==> src/hdl/rwpb_pkg.sv <==
// Shared widths, constants and types of the radial weight pixel blend.
package rwpb_pkg;

  localparam int RADIUS_W       = 10;
  localparam int MAXR_W         = 12;
  localparam int COORD_W        = 11;
  localparam int DELTA_W        = COORD_W + 1;
  localparam int SQR_W          = 2 * COORD_W;
  localparam int CHAN_W         = 8;
  localparam int MAX_RADIUS_DEF = 1023;

  localparam logic [RADIUS_W-1:0] RADIUS_RESET = 10'd50;

  localparam int SQ_RES_W  = 12;
  localparam int SQ_VAL_W  = 2 * SQ_RES_W;
  localparam int SQ_REM_W  = SQ_RES_W + 3;
  localparam int SQ_STEPS  = 2;
  localparam int SQ_STAGES = SQ_RES_W / SQ_STEPS;

  localparam int BL_STAGES = 3;

  typedef struct packed {
    logic [CHAN_W-1:0] base_blue;
    logic [CHAN_W-1:0] base_green;
    logic [CHAN_W-1:0] base_red;
    logic [CHAN_W-1:0] over_blue;
    logic [CHAN_W-1:0] over_green;
    logic [CHAN_W-1:0] over_red;
  } pix_t;

endpackage

==> src/hdl/rwpb_isqrt.sv <==
// Pipelined floor integer square root, two result bits per stage.
module rwpb_isqrt import rwpb_pkg::*; (
  input  logic                clk,
  input  logic                en,
  input  logic [SQ_VAL_W-1:0] in_val,
  output logic [SQ_RES_W-1:0] out_root
);

  typedef struct packed {
    logic [SQ_REM_W-1:0] rem;
    logic [SQ_RES_W-1:0] root;
    logic [SQ_VAL_W-1:0] val;
  } sq_state_t;

  function automatic sq_state_t sq_step(sq_state_t s);
    logic [SQ_REM_W-1:0] cur;
    logic [SQ_REM_W-1:0] trial;
    sq_state_t           n;
    cur   = {s.rem[SQ_REM_W-3:0], s.val[SQ_VAL_W-1 -: 2]};
    trial = SQ_REM_W'({s.root, 2'b01});
    n.val = s.val << 2;
    if (cur >= trial) begin
      n.rem  = cur - trial;
      n.root = {s.root[SQ_RES_W-2:0], 1'b1};
    end else begin
      n.rem  = cur;
      n.root = {s.root[SQ_RES_W-2:0], 1'b0};
    end
    return n;
  endfunction

  sq_state_t st_r   [SQ_STAGES];
  sq_state_t st_nxt [SQ_STAGES];

  always_comb begin
    sq_state_t t;
    for (int s = 0; s < SQ_STAGES; s++) begin
      if (s == 0) begin
        t.rem  = '0;
        t.root = '0;
        t.val  = in_val;
      end else begin
        t = st_r[s-1];
      end
      for (int k = 0; k < SQ_STEPS; k++) begin
        t = sq_step(t);
      end
      st_nxt[s] = t;
    end
  end

  always_ff @(posedge clk) begin
    if (en) begin
      st_r <= st_nxt;
    end
  end

  assign out_root = st_r[SQ_STAGES-1].root;

endmodule

==> src/hdl/rwpb_blend.sv <==
// Pipelined weighted blend of one colour channel with saturation.
module rwpb_blend import rwpb_pkg::*; (
  input  logic                clk,
  input  logic                en,
  input  logic                in_inside,
  input  logic [RADIUS_W-1:0] in_w,
  input  logic [CHAN_W-1:0]   in_base,
  input  logic [CHAN_W-1:0]   in_over,
  output logic [CHAN_W-1:0]   out_chan
);

  localparam int SUM_W  = 20;
  localparam int X_W    = 15;
  localparam int RCP_W  = 13;
  localparam int PROD_W = X_W + RCP_W;
  localparam int SHIFT  = 19;

  localparam logic [RCP_W-1:0] RECIP_100 = 13'd5243;
  localparam logic [SUM_W-1:0] SAT_LIMIT = 20'd25600;
  localparam logic [6:0]       HUNDRED   = 7'd100;

  logic signed [CHAN_W:0]   diff;
  logic signed [RADIUS_W:0] w_s;
  logic signed [SUM_W-1:0]  wd;
  logic        [X_W-1:0]    base100;
  logic signed [SUM_W-1:0]  sum_nxt;

  logic signed [SUM_W-1:0]  s1_sum_r;
  logic [CHAN_W-1:0]        s1_base_r, s2_base_r, s3_base_r;
  logic                     s1_ins_r, s2_ins_r, s3_ins_r;
  logic                     s2_neg_r, s3_neg_r;
  logic                     s2_sat_r, s3_sat_r;
  logic [X_W-1:0]           s2_x_r;
  logic [PROD_W-1:0]        s3_prod_r;

  assign diff    = $signed({1'b0, in_over}) - $signed({1'b0, in_base});
  assign w_s     = $signed({1'b0, in_w});
  assign wd      = w_s * diff;
  assign base100 = in_base * HUNDRED;
  assign sum_nxt = wd + $signed({{(SUM_W-X_W){1'b0}}, base100});

  always_ff @(posedge clk) begin
    if (en) begin
      s1_sum_r  <= sum_nxt;
      s1_base_r <= in_base;
      s1_ins_r  <= in_inside;

      s2_neg_r  <= s1_sum_r[SUM_W-1];
      s2_sat_r  <= !s1_sum_r[SUM_W-1] && ($unsigned(s1_sum_r) >= SAT_LIMIT);
      s2_x_r    <= s1_sum_r[X_W-1:0];
      s2_base_r <= s1_base_r;
      s2_ins_r  <= s1_ins_r;

      s3_prod_r <= s2_x_r * RECIP_100;
      s3_neg_r  <= s2_neg_r;
      s3_sat_r  <= s2_sat_r;
      s3_base_r <= s2_base_r;
      s3_ins_r  <= s2_ins_r;
    end
  end

  always_comb begin
    if (!s3_ins_r) begin
      out_chan = s3_base_r;
    end else if (s3_neg_r) begin
      out_chan = '0;
    end else if (s3_sat_r) begin
      out_chan = '1;
    end else begin
      out_chan = s3_prod_r[SHIFT+CHAN_W-1:SHIFT];
    end
  end

endmodule

==> src/hdl/radial_weight_pixel_blend.sv <==
// Top level of the radial weight pixel blend.
//
// Input channel: in_valid / in_stall carry one pixel transaction: offsets
// within the square and a base and an overlay RGB pixel. Output channel:
// out_valid / out_stall carry one result transaction per input: the
// blended or passed RGB pixel and out_inside_res.
// Configuration: cfg_valid / cfg_ready write the radius; cfg_ready is
// always high. Write only while no transaction is in flight.
// The pipeline has 14 register stages; throughput is one pixel per cycle
// while out_stall does not hold the pipeline. Depth is set by the delta
// stage, the squaring and sum stages, the six-stage square root pipeline
// (two root bits per stage), the inside and weight stage, the three-stage
// blend with its divide-by-100 reciprocal multiply and the output register.
// Reset clears all valid bits and loads the radius with 50.
// While out_valid is high and out_stall is high, every stage holds and
// in_stall is raised; no transaction is lost or repeated.
module radial_weight_pixel_blend import rwpb_pkg::*; #(
  parameter int MAX_RADIUS = MAX_RADIUS_DEF
) (
  input  logic                clk,
  input  logic                rst_n,
  input  logic                cfg_valid,
  output logic                cfg_ready,
  input  logic [RADIUS_W-1:0] cfg_data,
  input  logic                in_valid,
  output logic                in_stall,
  input  logic [COORD_W-1:0]  in_offset_x,
  input  logic [COORD_W-1:0]  in_offset_y,
  input  logic [CHAN_W-1:0]   in_base_blue,
  input  logic [CHAN_W-1:0]   in_base_green,
  input  logic [CHAN_W-1:0]   in_base_red,
  input  logic [CHAN_W-1:0]   in_over_blue,
  input  logic [CHAN_W-1:0]   in_over_green,
  input  logic [CHAN_W-1:0]   in_over_red,
  output logic                out_valid,
  input  logic                out_stall,
  output logic [CHAN_W-1:0]   out_blue,
  output logic [CHAN_W-1:0]   out_green,
  output logic [CHAN_W-1:0]   out_red,
  output logic                out_inside_res
);

  localparam int DEPTH = 3 + SQ_STAGES + 1 + BL_STAGES + 1;
  localparam logic [MAXR_W-1:0] MAX_R = MAXR_W'(MAX_RADIUS);

  logic [RADIUS_W-1:0] radius_r;
  logic [RADIUS_W-1:0] r_sat;
  logic [RADIUS_W-1:0] r_half;
  logic                adv;
  logic [DEPTH-1:0]    vld_r;

  pix_t                     in_pix;
  logic signed [DELTA_W-1:0] ddx_nxt, ddy_nxt;
  logic signed [DELTA_W-1:0] a_ddx_r, a_ddy_r;
  pix_t                     a_pix_r, b_pix_r, c_pix_r, d_pix_r;
  logic signed [2*DELTA_W-1:0] sqx_nxt, sqy_nxt;
  logic [SQR_W-1:0]         b_sqx_r, b_sqy_r;
  logic [SQR_W:0]           c_dist_r;
  pix_t                     side_r [SQ_STAGES];
  logic [SQ_RES_W-1:0]      root;
  logic                     d_inside_r;
  logic [RADIUS_W-1:0]      d_w_r;
  logic [BL_STAGES-1:0]     ins_r;
  logic [CHAN_W-1:0]        bl_blue, bl_green, bl_red;
  logic [CHAN_W-1:0]        out_blue_r, out_green_r, out_red_r;
  logic                     out_inside_r;

  assign cfg_ready = 1'b1;

  always_ff @(posedge clk) begin
    if (!rst_n) begin
      radius_r <= RADIUS_RESET;
    end else if (cfg_valid && cfg_ready) begin
      radius_r <= cfg_data;
    end
  end

  assign r_sat  = ({{(MAXR_W-RADIUS_W){1'b0}}, radius_r} > MAX_R) ?
                  MAX_R[RADIUS_W-1:0] : radius_r;
  assign r_half = r_sat >> 1;

  assign adv      = !vld_r[DEPTH-1] || !out_stall;
  assign in_stall = !adv;

  always_ff @(posedge clk) begin
    if (!rst_n) begin
      vld_r <= '0;
    end else if (adv) begin
      vld_r <= {vld_r[DEPTH-2:0], in_valid};
    end
  end

  assign in_pix.base_blue  = in_base_blue;
  assign in_pix.base_green = in_base_green;
  assign in_pix.base_red   = in_base_red;
  assign in_pix.over_blue  = in_over_blue;
  assign in_pix.over_green = in_over_green;
  assign in_pix.over_red   = in_over_red;

  assign ddx_nxt = $signed({{(DELTA_W-RADIUS_W){1'b0}}, r_sat})
                 - $signed({1'b0, in_offset_x});
  assign ddy_nxt = $signed({{(DELTA_W-RADIUS_W){1'b0}}, r_half})
                 - $signed({1'b0, in_offset_y});
  assign sqx_nxt = a_ddx_r * a_ddx_r;
  assign sqy_nxt = a_ddy_r * a_ddy_r;

  always_ff @(posedge clk) begin
    if (adv) begin
      a_ddx_r   <= ddx_nxt;
      a_ddy_r   <= ddy_nxt;
      a_pix_r   <= in_pix;
      b_sqx_r   <= sqx_nxt[SQR_W-1:0];
      b_sqy_r   <= sqy_nxt[SQR_W-1:0];
      b_pix_r   <= a_pix_r;
      c_dist_r  <= {1'b0, b_sqx_r} + {1'b0, b_sqy_r};
      c_pix_r   <= b_pix_r;
      side_r[0] <= c_pix_r;
      for (int s = 1; s < SQ_STAGES; s++) begin
        side_r[s] <= side_r[s-1];
      end
    end
  end

  rwpb_isqrt u_isqrt (
    .clk      (clk),
    .en       (adv),
    .in_val   (SQ_VAL_W'(c_dist_r)),
    .out_root (root)
  );

  always_ff @(posedge clk) begin
    if (adv) begin
      d_inside_r <= root < {{(SQ_RES_W-RADIUS_W){1'b0}}, r_sat};
      d_w_r      <= r_sat - root[RADIUS_W-1:0];
      d_pix_r    <= side_r[SQ_STAGES-1];
      ins_r      <= {ins_r[BL_STAGES-2:0], d_inside_r};
    end
  end

  rwpb_blend u_blend_blue (
    .clk       (clk),
    .en        (adv),
    .in_inside (d_inside_r),
    .in_w      (d_w_r),
    .in_base   (d_pix_r.base_blue),
    .in_over   (d_pix_r.over_blue),
    .out_chan  (bl_blue)
  );

  rwpb_blend u_blend_green (
    .clk       (clk),
    .en        (adv),
    .in_inside (d_inside_r),
    .in_w      (d_w_r),
    .in_base   (d_pix_r.base_green),
    .in_over   (d_pix_r.over_green),
    .out_chan  (bl_green)
  );

  rwpb_blend u_blend_red (
    .clk       (clk),
    .en        (adv),
    .in_inside (d_inside_r),
    .in_w      (d_w_r),
    .in_base   (d_pix_r.base_red),
    .in_over   (d_pix_r.over_red),
    .out_chan  (bl_red)
  );

  always_ff @(posedge clk) begin
    if (adv) begin
      out_blue_r   <= bl_blue;
      out_green_r  <= bl_green;
      out_red_r    <= bl_red;
      out_inside_r <= ins_r[BL_STAGES-1];
    end
  end

  assign out_valid      = vld_r[DEPTH-1];
  assign out_blue       = out_blue_r;
  assign out_green      = out_green_r;
  assign out_red        = out_red_r;
  assign out_inside_res = out_inside_r;

endmodule
==> config.mk <==
export PLATFORM = sky130hd
export DESIGN_NAME = radial_weight_pixel_blend
export DESIGN_NICKNAME = d
export VERILOG_FILES = /design/src/hdl/rwpb_pkg.sv /design/src/hdl/rwpb_isqrt.sv /design/src/hdl/rwpb_blend.sv /design/src/hdl/radial_weight_pixel_blend.sv
export SDC_FILE = /design/constraint.sdc
export NUM_CORES = 2
export LEC_CHECK = 0
export BUFFER_PORTS_ARGS = -buffer_cell sky130_fd_sc_hd__buf_2
export CAP_MARGIN = 20
export CORE_MARGIN = 2
export CORE_UTILIZATION = 58
export DETAILED_ROUTE_END_ITERATION = 8
export GPL_TIMING_DRIVEN = 0
export HOLD_SLACK_MARGIN = 0.1
export PLACE_DENSITY = 0.85
export SYNTH_ARGS = -nofsm -noshare
export SYNTH_HDL_FRONTEND = slang
export SYNTH_SLANG_ARGS = --single-unit
==> constraint.sdc <==
create_clock -name clk -period 34.7 [get_ports clk]
set_input_delay 1.735 -clock clk [delete_from_list [all_inputs] [get_ports clk]]
set_output_delay 1.735 -clock clk [all_outputs]
set_load 0.02 [all_outputs]
Word-level counts from Yosys, hierarchy flattened
Memories as Yosys holds them, arrays and structs flattened. A register that Yosys moved wholly into a read port is not among the register bits.
Index checks and enable logic that the tools add are counted.

word-level totals
  logic and storage cells = 163
  register bits after elaboration = 768
  bits in writable memories = 288
  output and inout bits = 28
  memories = 1

cells by class
  multiply operators = 11
  mux-type cells = 23
  reduce and logical (&&, ||, !) cells = 10
  add/subtract/negate cells = 21
  magnitude comparators = 16

memories
  memory  depth  width  read ports  clocked after Yosys merged registers in  wr ports  RTL line                         source
  side_r  6      48     6           1                                        6         radial_weight_pixel_blend.sv:59  pix_t side_r [SQ_STAGES];

operator list
  operator                  count
  $mux W25                  11
  $ge A15 B14 Y1            11
  $sub A13 B13 Y13          10
  $mul A15 B13 Y27 const B  3
  $mux W8                   9
  $add A20 B16 Y20          3
  $ge A20 B15 Y1 const B    3
  $mul A11 B9 Y20           3
  $mul A12 B12 Y22          2
  $mul A8 B5 Y13 const B    3
  $sub A8 B8 Y9             3
  $add A22 B22 Y23          1
  $lt A12 B10 Y1            1
  $sub A10 B11 Y12          1
  $sub A9 B11 Y12           1
  $sub A10 B10 Y10          1
  $logic_not A1 Y1          6
  $logic_and A1 B1 Y1       3
  $mux W1                   3
  $sub A1 B1 Y2 const B     1
  $ge A1 B1 Y1 const B      1
  $logic_or A1 B1 Y1        1

Longest topological paths before layout
  word-level depth = 4
  depth in mapped cells = 31

Cells and area by module
A second synthesis with hierarchy kept.

unflattened totals
  cells, all modules = 6003
  area, all modules = 72216.8 µm²

by module, submodules not included
  module                      cells an instance  instances  area an instance (µm²)
  radial_weight_pixel_blend   2068               1          30660.7
  rwpb_blend (u_blend_green)  1006               1          10550.1
  rwpb_isqrt                  978                1          10417.5
  rwpb_blend (u_blend_blue)   977                1          10304.9
  rwpb_blend (u_blend_red)    974                1          10283.6

Least setup slack after synthesis
No wires, ideal clock.

  path type = in2reg
  from = in out_stall
  to = reg a_ddx_r[0], enable pin
  data required time = 32.975 ns
  buffers on the path = 1
  setup slack = 4.603 ns
  arrival time = 28.372 ns
  setup time = 1.725 ns
  stages on the path = 2
  cells stage by stage = nand2_1 > clkbuf_1

on the way
  cells in the longest elaborated chain, start to end = 2

ends and longest elaborated chain
  item                    RTL line                          source
  start: declaration      radial_weight_pixel_blend.sv:36   input logic out_stall,
  $logic_not A1 Y1        radial_weight_pixel_blend.sv:82   assign adv = !vld_r[DEPTH-1] || !out_stall;
  $logic_or A1 B1 Y1      radial_weight_pixel_blend.sv:82
  end signal: assignment  radial_weight_pixel_blend.sv:109  a_ddx_r <= ddx_nxt;
  end: declaration        radial_weight_pixel_blend.sv:54   logic signed [DELTA_W-1:0] a_ddx_r, a_ddy_r;

No other way between the ends.
A chain may end at the register's enable or synchronous reset.

Final worst setup path
  from = reg d_pix_r[33] (netlist name)
  to = reg u_blend_green.s1_sum_r[18], data pin

on the way
  cells in the longest elaborated chain, start to end = 3

ends and longest elaborated chain
  item                           RTL line          source
  $sub A8 B8 Y9                  rwpb_blend.sv:36  assign diff = $signed({1'b0, in_over}) - $signed({1'b0, in_base});
  $mul A11 B9 Y20                rwpb_blend.sv:38  assign wd = w_s * diff;
  $add A20 B16 Y20 (*)           rwpb_blend.sv:40  assign sum_nxt = wd + $signed({{(SUM_W-X_W){1'b0}}, base100});
  net u_blend_green.sum_nxt[18]  rwpb_blend.sv:26  logic signed [SUM_W-1:0] sum_nxt;
  end signal: assignment         rwpb_blend.sv:44  s1_sum_r <= sum_nxt;
  end: declaration               rwpb_blend.sv:28  logic signed [SUM_W-1:0] s1_sum_r;

Mark *: on every way through the listed nets, which the timed path passes. The rest lies on a longest branch.

==> run summary <==
Detail Route Antenna Nets: 0
routed length per instance: 17.7 µm
Ys Warns: 0
crit share post-route: 0.227
Slowest cell on crit path: edfxtp_1
Die H: 352 µm
fmax: 0.127 GHz
Gates resized, CTS repair: 0
Worst Hold Class: register to register
clk_skew: 0.0401 ns
Post-synth EDFFs: 980
via/cell ratio: 5.41
postcts setup bufs: 0
Slew Limit Fails: 0
largest cells by area after synthesis: edfxtp_1 (42%), fa_1 (19%), ha_1 (15%), inv_1 (6.2%), xnor2_1 (2.1%)
clock latency on the worst-skew pair: 0.69 ns
global-route wire length before repair: 224000 µm
vias in the first global route: 44700
H-Tree Depth: 3
cts hold-fix bufs: 0
buffers and inverters on the worst path: 5
unrepaired setup endpoints after global routing: no
headroom to the max-slew limit: 0.285
worst path required time: 35.12 ns
Synth top area share: 0.419
cell count after synthesis: 5757
startpoint types: register
vias: 41600
starting density of the core: 0.585
Seq/Total Area, Yosys: 0.425
Hold Violations, Final: 0
status: completed
hpwl dp: 104000 µm
DRT Pass-1 Iters: 6
clk sinks: 1004
CTS buffer count: 101
Mapped Area: 70300 µm²
Synth cell types: 86
DRT Wirelength: 136000 µm
die area: 124000 µm²
CORE AREA: 120000 µm²
die span in x: 352 µm
DRC viols: 0
Synth area leader: edfxtp_1
syn nets: 7323
CP Class: register to register
area delta synth->final: 8.77%
GRT Util Overall: 0.225
clk buf depth: 3
commonest cells in the netlist: inv_1 (1161), edfxtp_1 (980), ha_1 (828)
PortBufs: 111
Max FO, Critical Path: 10
ys async rst share: 0
ys flop type: edfxtp_1
Final Cell Area: 76500 µm²
TNS Setup: 0 ns
initial antenna violation count: 6
# rows: 127
Max Cap Violations: 0
Root Driver: clkbuf_16
flops & latches, synth: 1004
initial drt markers: 2679
share of cells above drive strength 1: 0.0582
Core Util, Final: 0.637
post-layout min period: 7.87 ns
DP Area: 73300 µm²
Worst-path clk slew: 0.07 ns
Final setup viols: 0
Crit path max-delay family: adder cells
CP endpoint kind: register
Avg Cell Area, Syn: 12.2 µm²
Worst-Margin Slew: 1.07 ns
grt total ovfl: 0
most frequent cell after synthesis: inv_1
CTS tree: done
number of I/O pins: 113
global placement routability congestion: 0.905
largest net degree at the start of global routing: 76
slowest stage delay, CP: 0.71 ns
CP arrival: 8.29 ns
nets@finish: 7554
[worst paths after layout]
path                                  startpoint  slack, ns  cells past startpoint                                   end
max reg2reg                d_pix_r[33]$_DFFE_PN_      26.83                     28  u_blend_green.s1_sum_r[18]$_DFFE_PN_
max                        d_pix_r[33]$_DFFE_PN_      26.83                     28  u_blend_green.s1_sum_r[18]$_DFFE_PN_
min          u_blend_green.s1_sum_r[2]$_DFFE_PN_       0.41                      0     u_blend_green.s2_x_r[2]$_DFFE_PN_
min reg2reg  u_blend_green.s1_sum_r[2]$_DFFE_PN_       0.41                      0     u_blend_green.s2_x_r[2]$_DFFE_PN_
[flip-flops by register name, summed over array words and instances, names as in the netlist, 12 cells and up]
name	flops
side_r	288
u_isqrt.st_r	107
a_pix_r	48
b_pix_r	48
c_pix_r	48
d_pix_r	48
u_isqrt.st_nxt	40
c_dist_r	23
b_sqx_r	21
b_sqy_r	21
u_blend_blue.s1_sum_r	20
u_blend_green.s1_sum_r	20
u_blend_red.s1_sum_r	20
u_blend_blue.s2_x_r	15
u_blend_green.s2_x_r	15
u_blend_red.s2_x_r	15
vld_r	14
a_ddx_r	12
a_ddy_r	12
u_isqrt.out_root	12
[layout make-up]
type / instances / area [µm²]
Clock buffer: 126 / 2640
Fill cell: 8670 / 43700
Timing Repair Buffer: 128 / 978
Inverter: 1165 / 4380
Tap cell: 1612 / 2020
Antenna cell: 2 / 5.00
Buffer: 80 / 333
Multi-Input combinational cell: 3508 / 35700
Clock inverter: 56 / 520
Sequential cell: 1004 / 29900
[kinds of logic (layout without fill, tap and decap cells)]
kind of cell               Yosys count  in the layout  share of synthesized area
adders and majority gates         1481           1481                      0.333
buffers and inverters             1245           1555                     0.0669
and+or+nand+nor                   1159           1159                     0.0836
DFF                               1004           1004                      0.425
AOI/OAI and AO/OA                  576            576                     0.0530
xor gates and xnor gates           245            245                     0.0305
muxes                               46             46                    0.00722
other                                1              3                  0.0000533
[worst register-to-register path: cells and delay by family (launching register included)]
family | cells | cell delay, ns
adders and majority gates | 7 | 3.24
AOI/OAI and AO/OA | 10 | 1.72
and+or+nand+nor | 5 | 0.95
DFF | 1 | 0.71
xor gates and xnor gates | 1 | 0.66
buffers and inverters | 5 | 0.34
[per-stage QoR]
step	std cells	hold slack, ns	setup WS, ns
6_report	7681	0.406	26.83
5_1_grt	7681	0.413	26.30
4_1_cts	7678	0.403	26.86
3_5_place_dp	7496	0.405	26.89
3_3_place_gp	7480	0.400	-4.13
2_1_floorplan	5757	0.400	4.60
[cells in the final DEF, fill, tap and decap left out, drive strengths merged, types with 29 or more instances in the layout]
cell | synthesis | final
xor2 | 76 | 76
o21ai | 123 | 123
a21o | 61 | 61
fa | 653 | 653
nor2 | 264 | 264
xnor2 | 169 | 169
clkbuf | 66 | 192
clkinv | 0 | 41
ha | 828 | 828
o21a | 40 | 40
nand2b | 82 | 82
nor2b | 74 | 74
a21oi | 166 | 166
nand2 | 282 | 282
nor3 | 60 | 60
and3 | 31 | 31
and2 | 211 | 211
buf | 14 | 141
inv | 1165 | 1173
edfxtp | 980 | 980
mux2 | 29 | 29
nand3 | 44 | 44
a21boi | 36 | 36
[metal layers]
layer  global-route usage  vias to the layer above  routed length, µm
met2                0.402                     1087              69900
met4               0.0983                        0               6210
met5                    0                        -                  0
li1                     -                    19600                  -
met1                0.269                    20600              52700
met3               0.0339                      345               6890
Power is left out: the tool's default activity adds up to more than one toggle a clock period on the data nets, which glitch-free logic cannot reach.
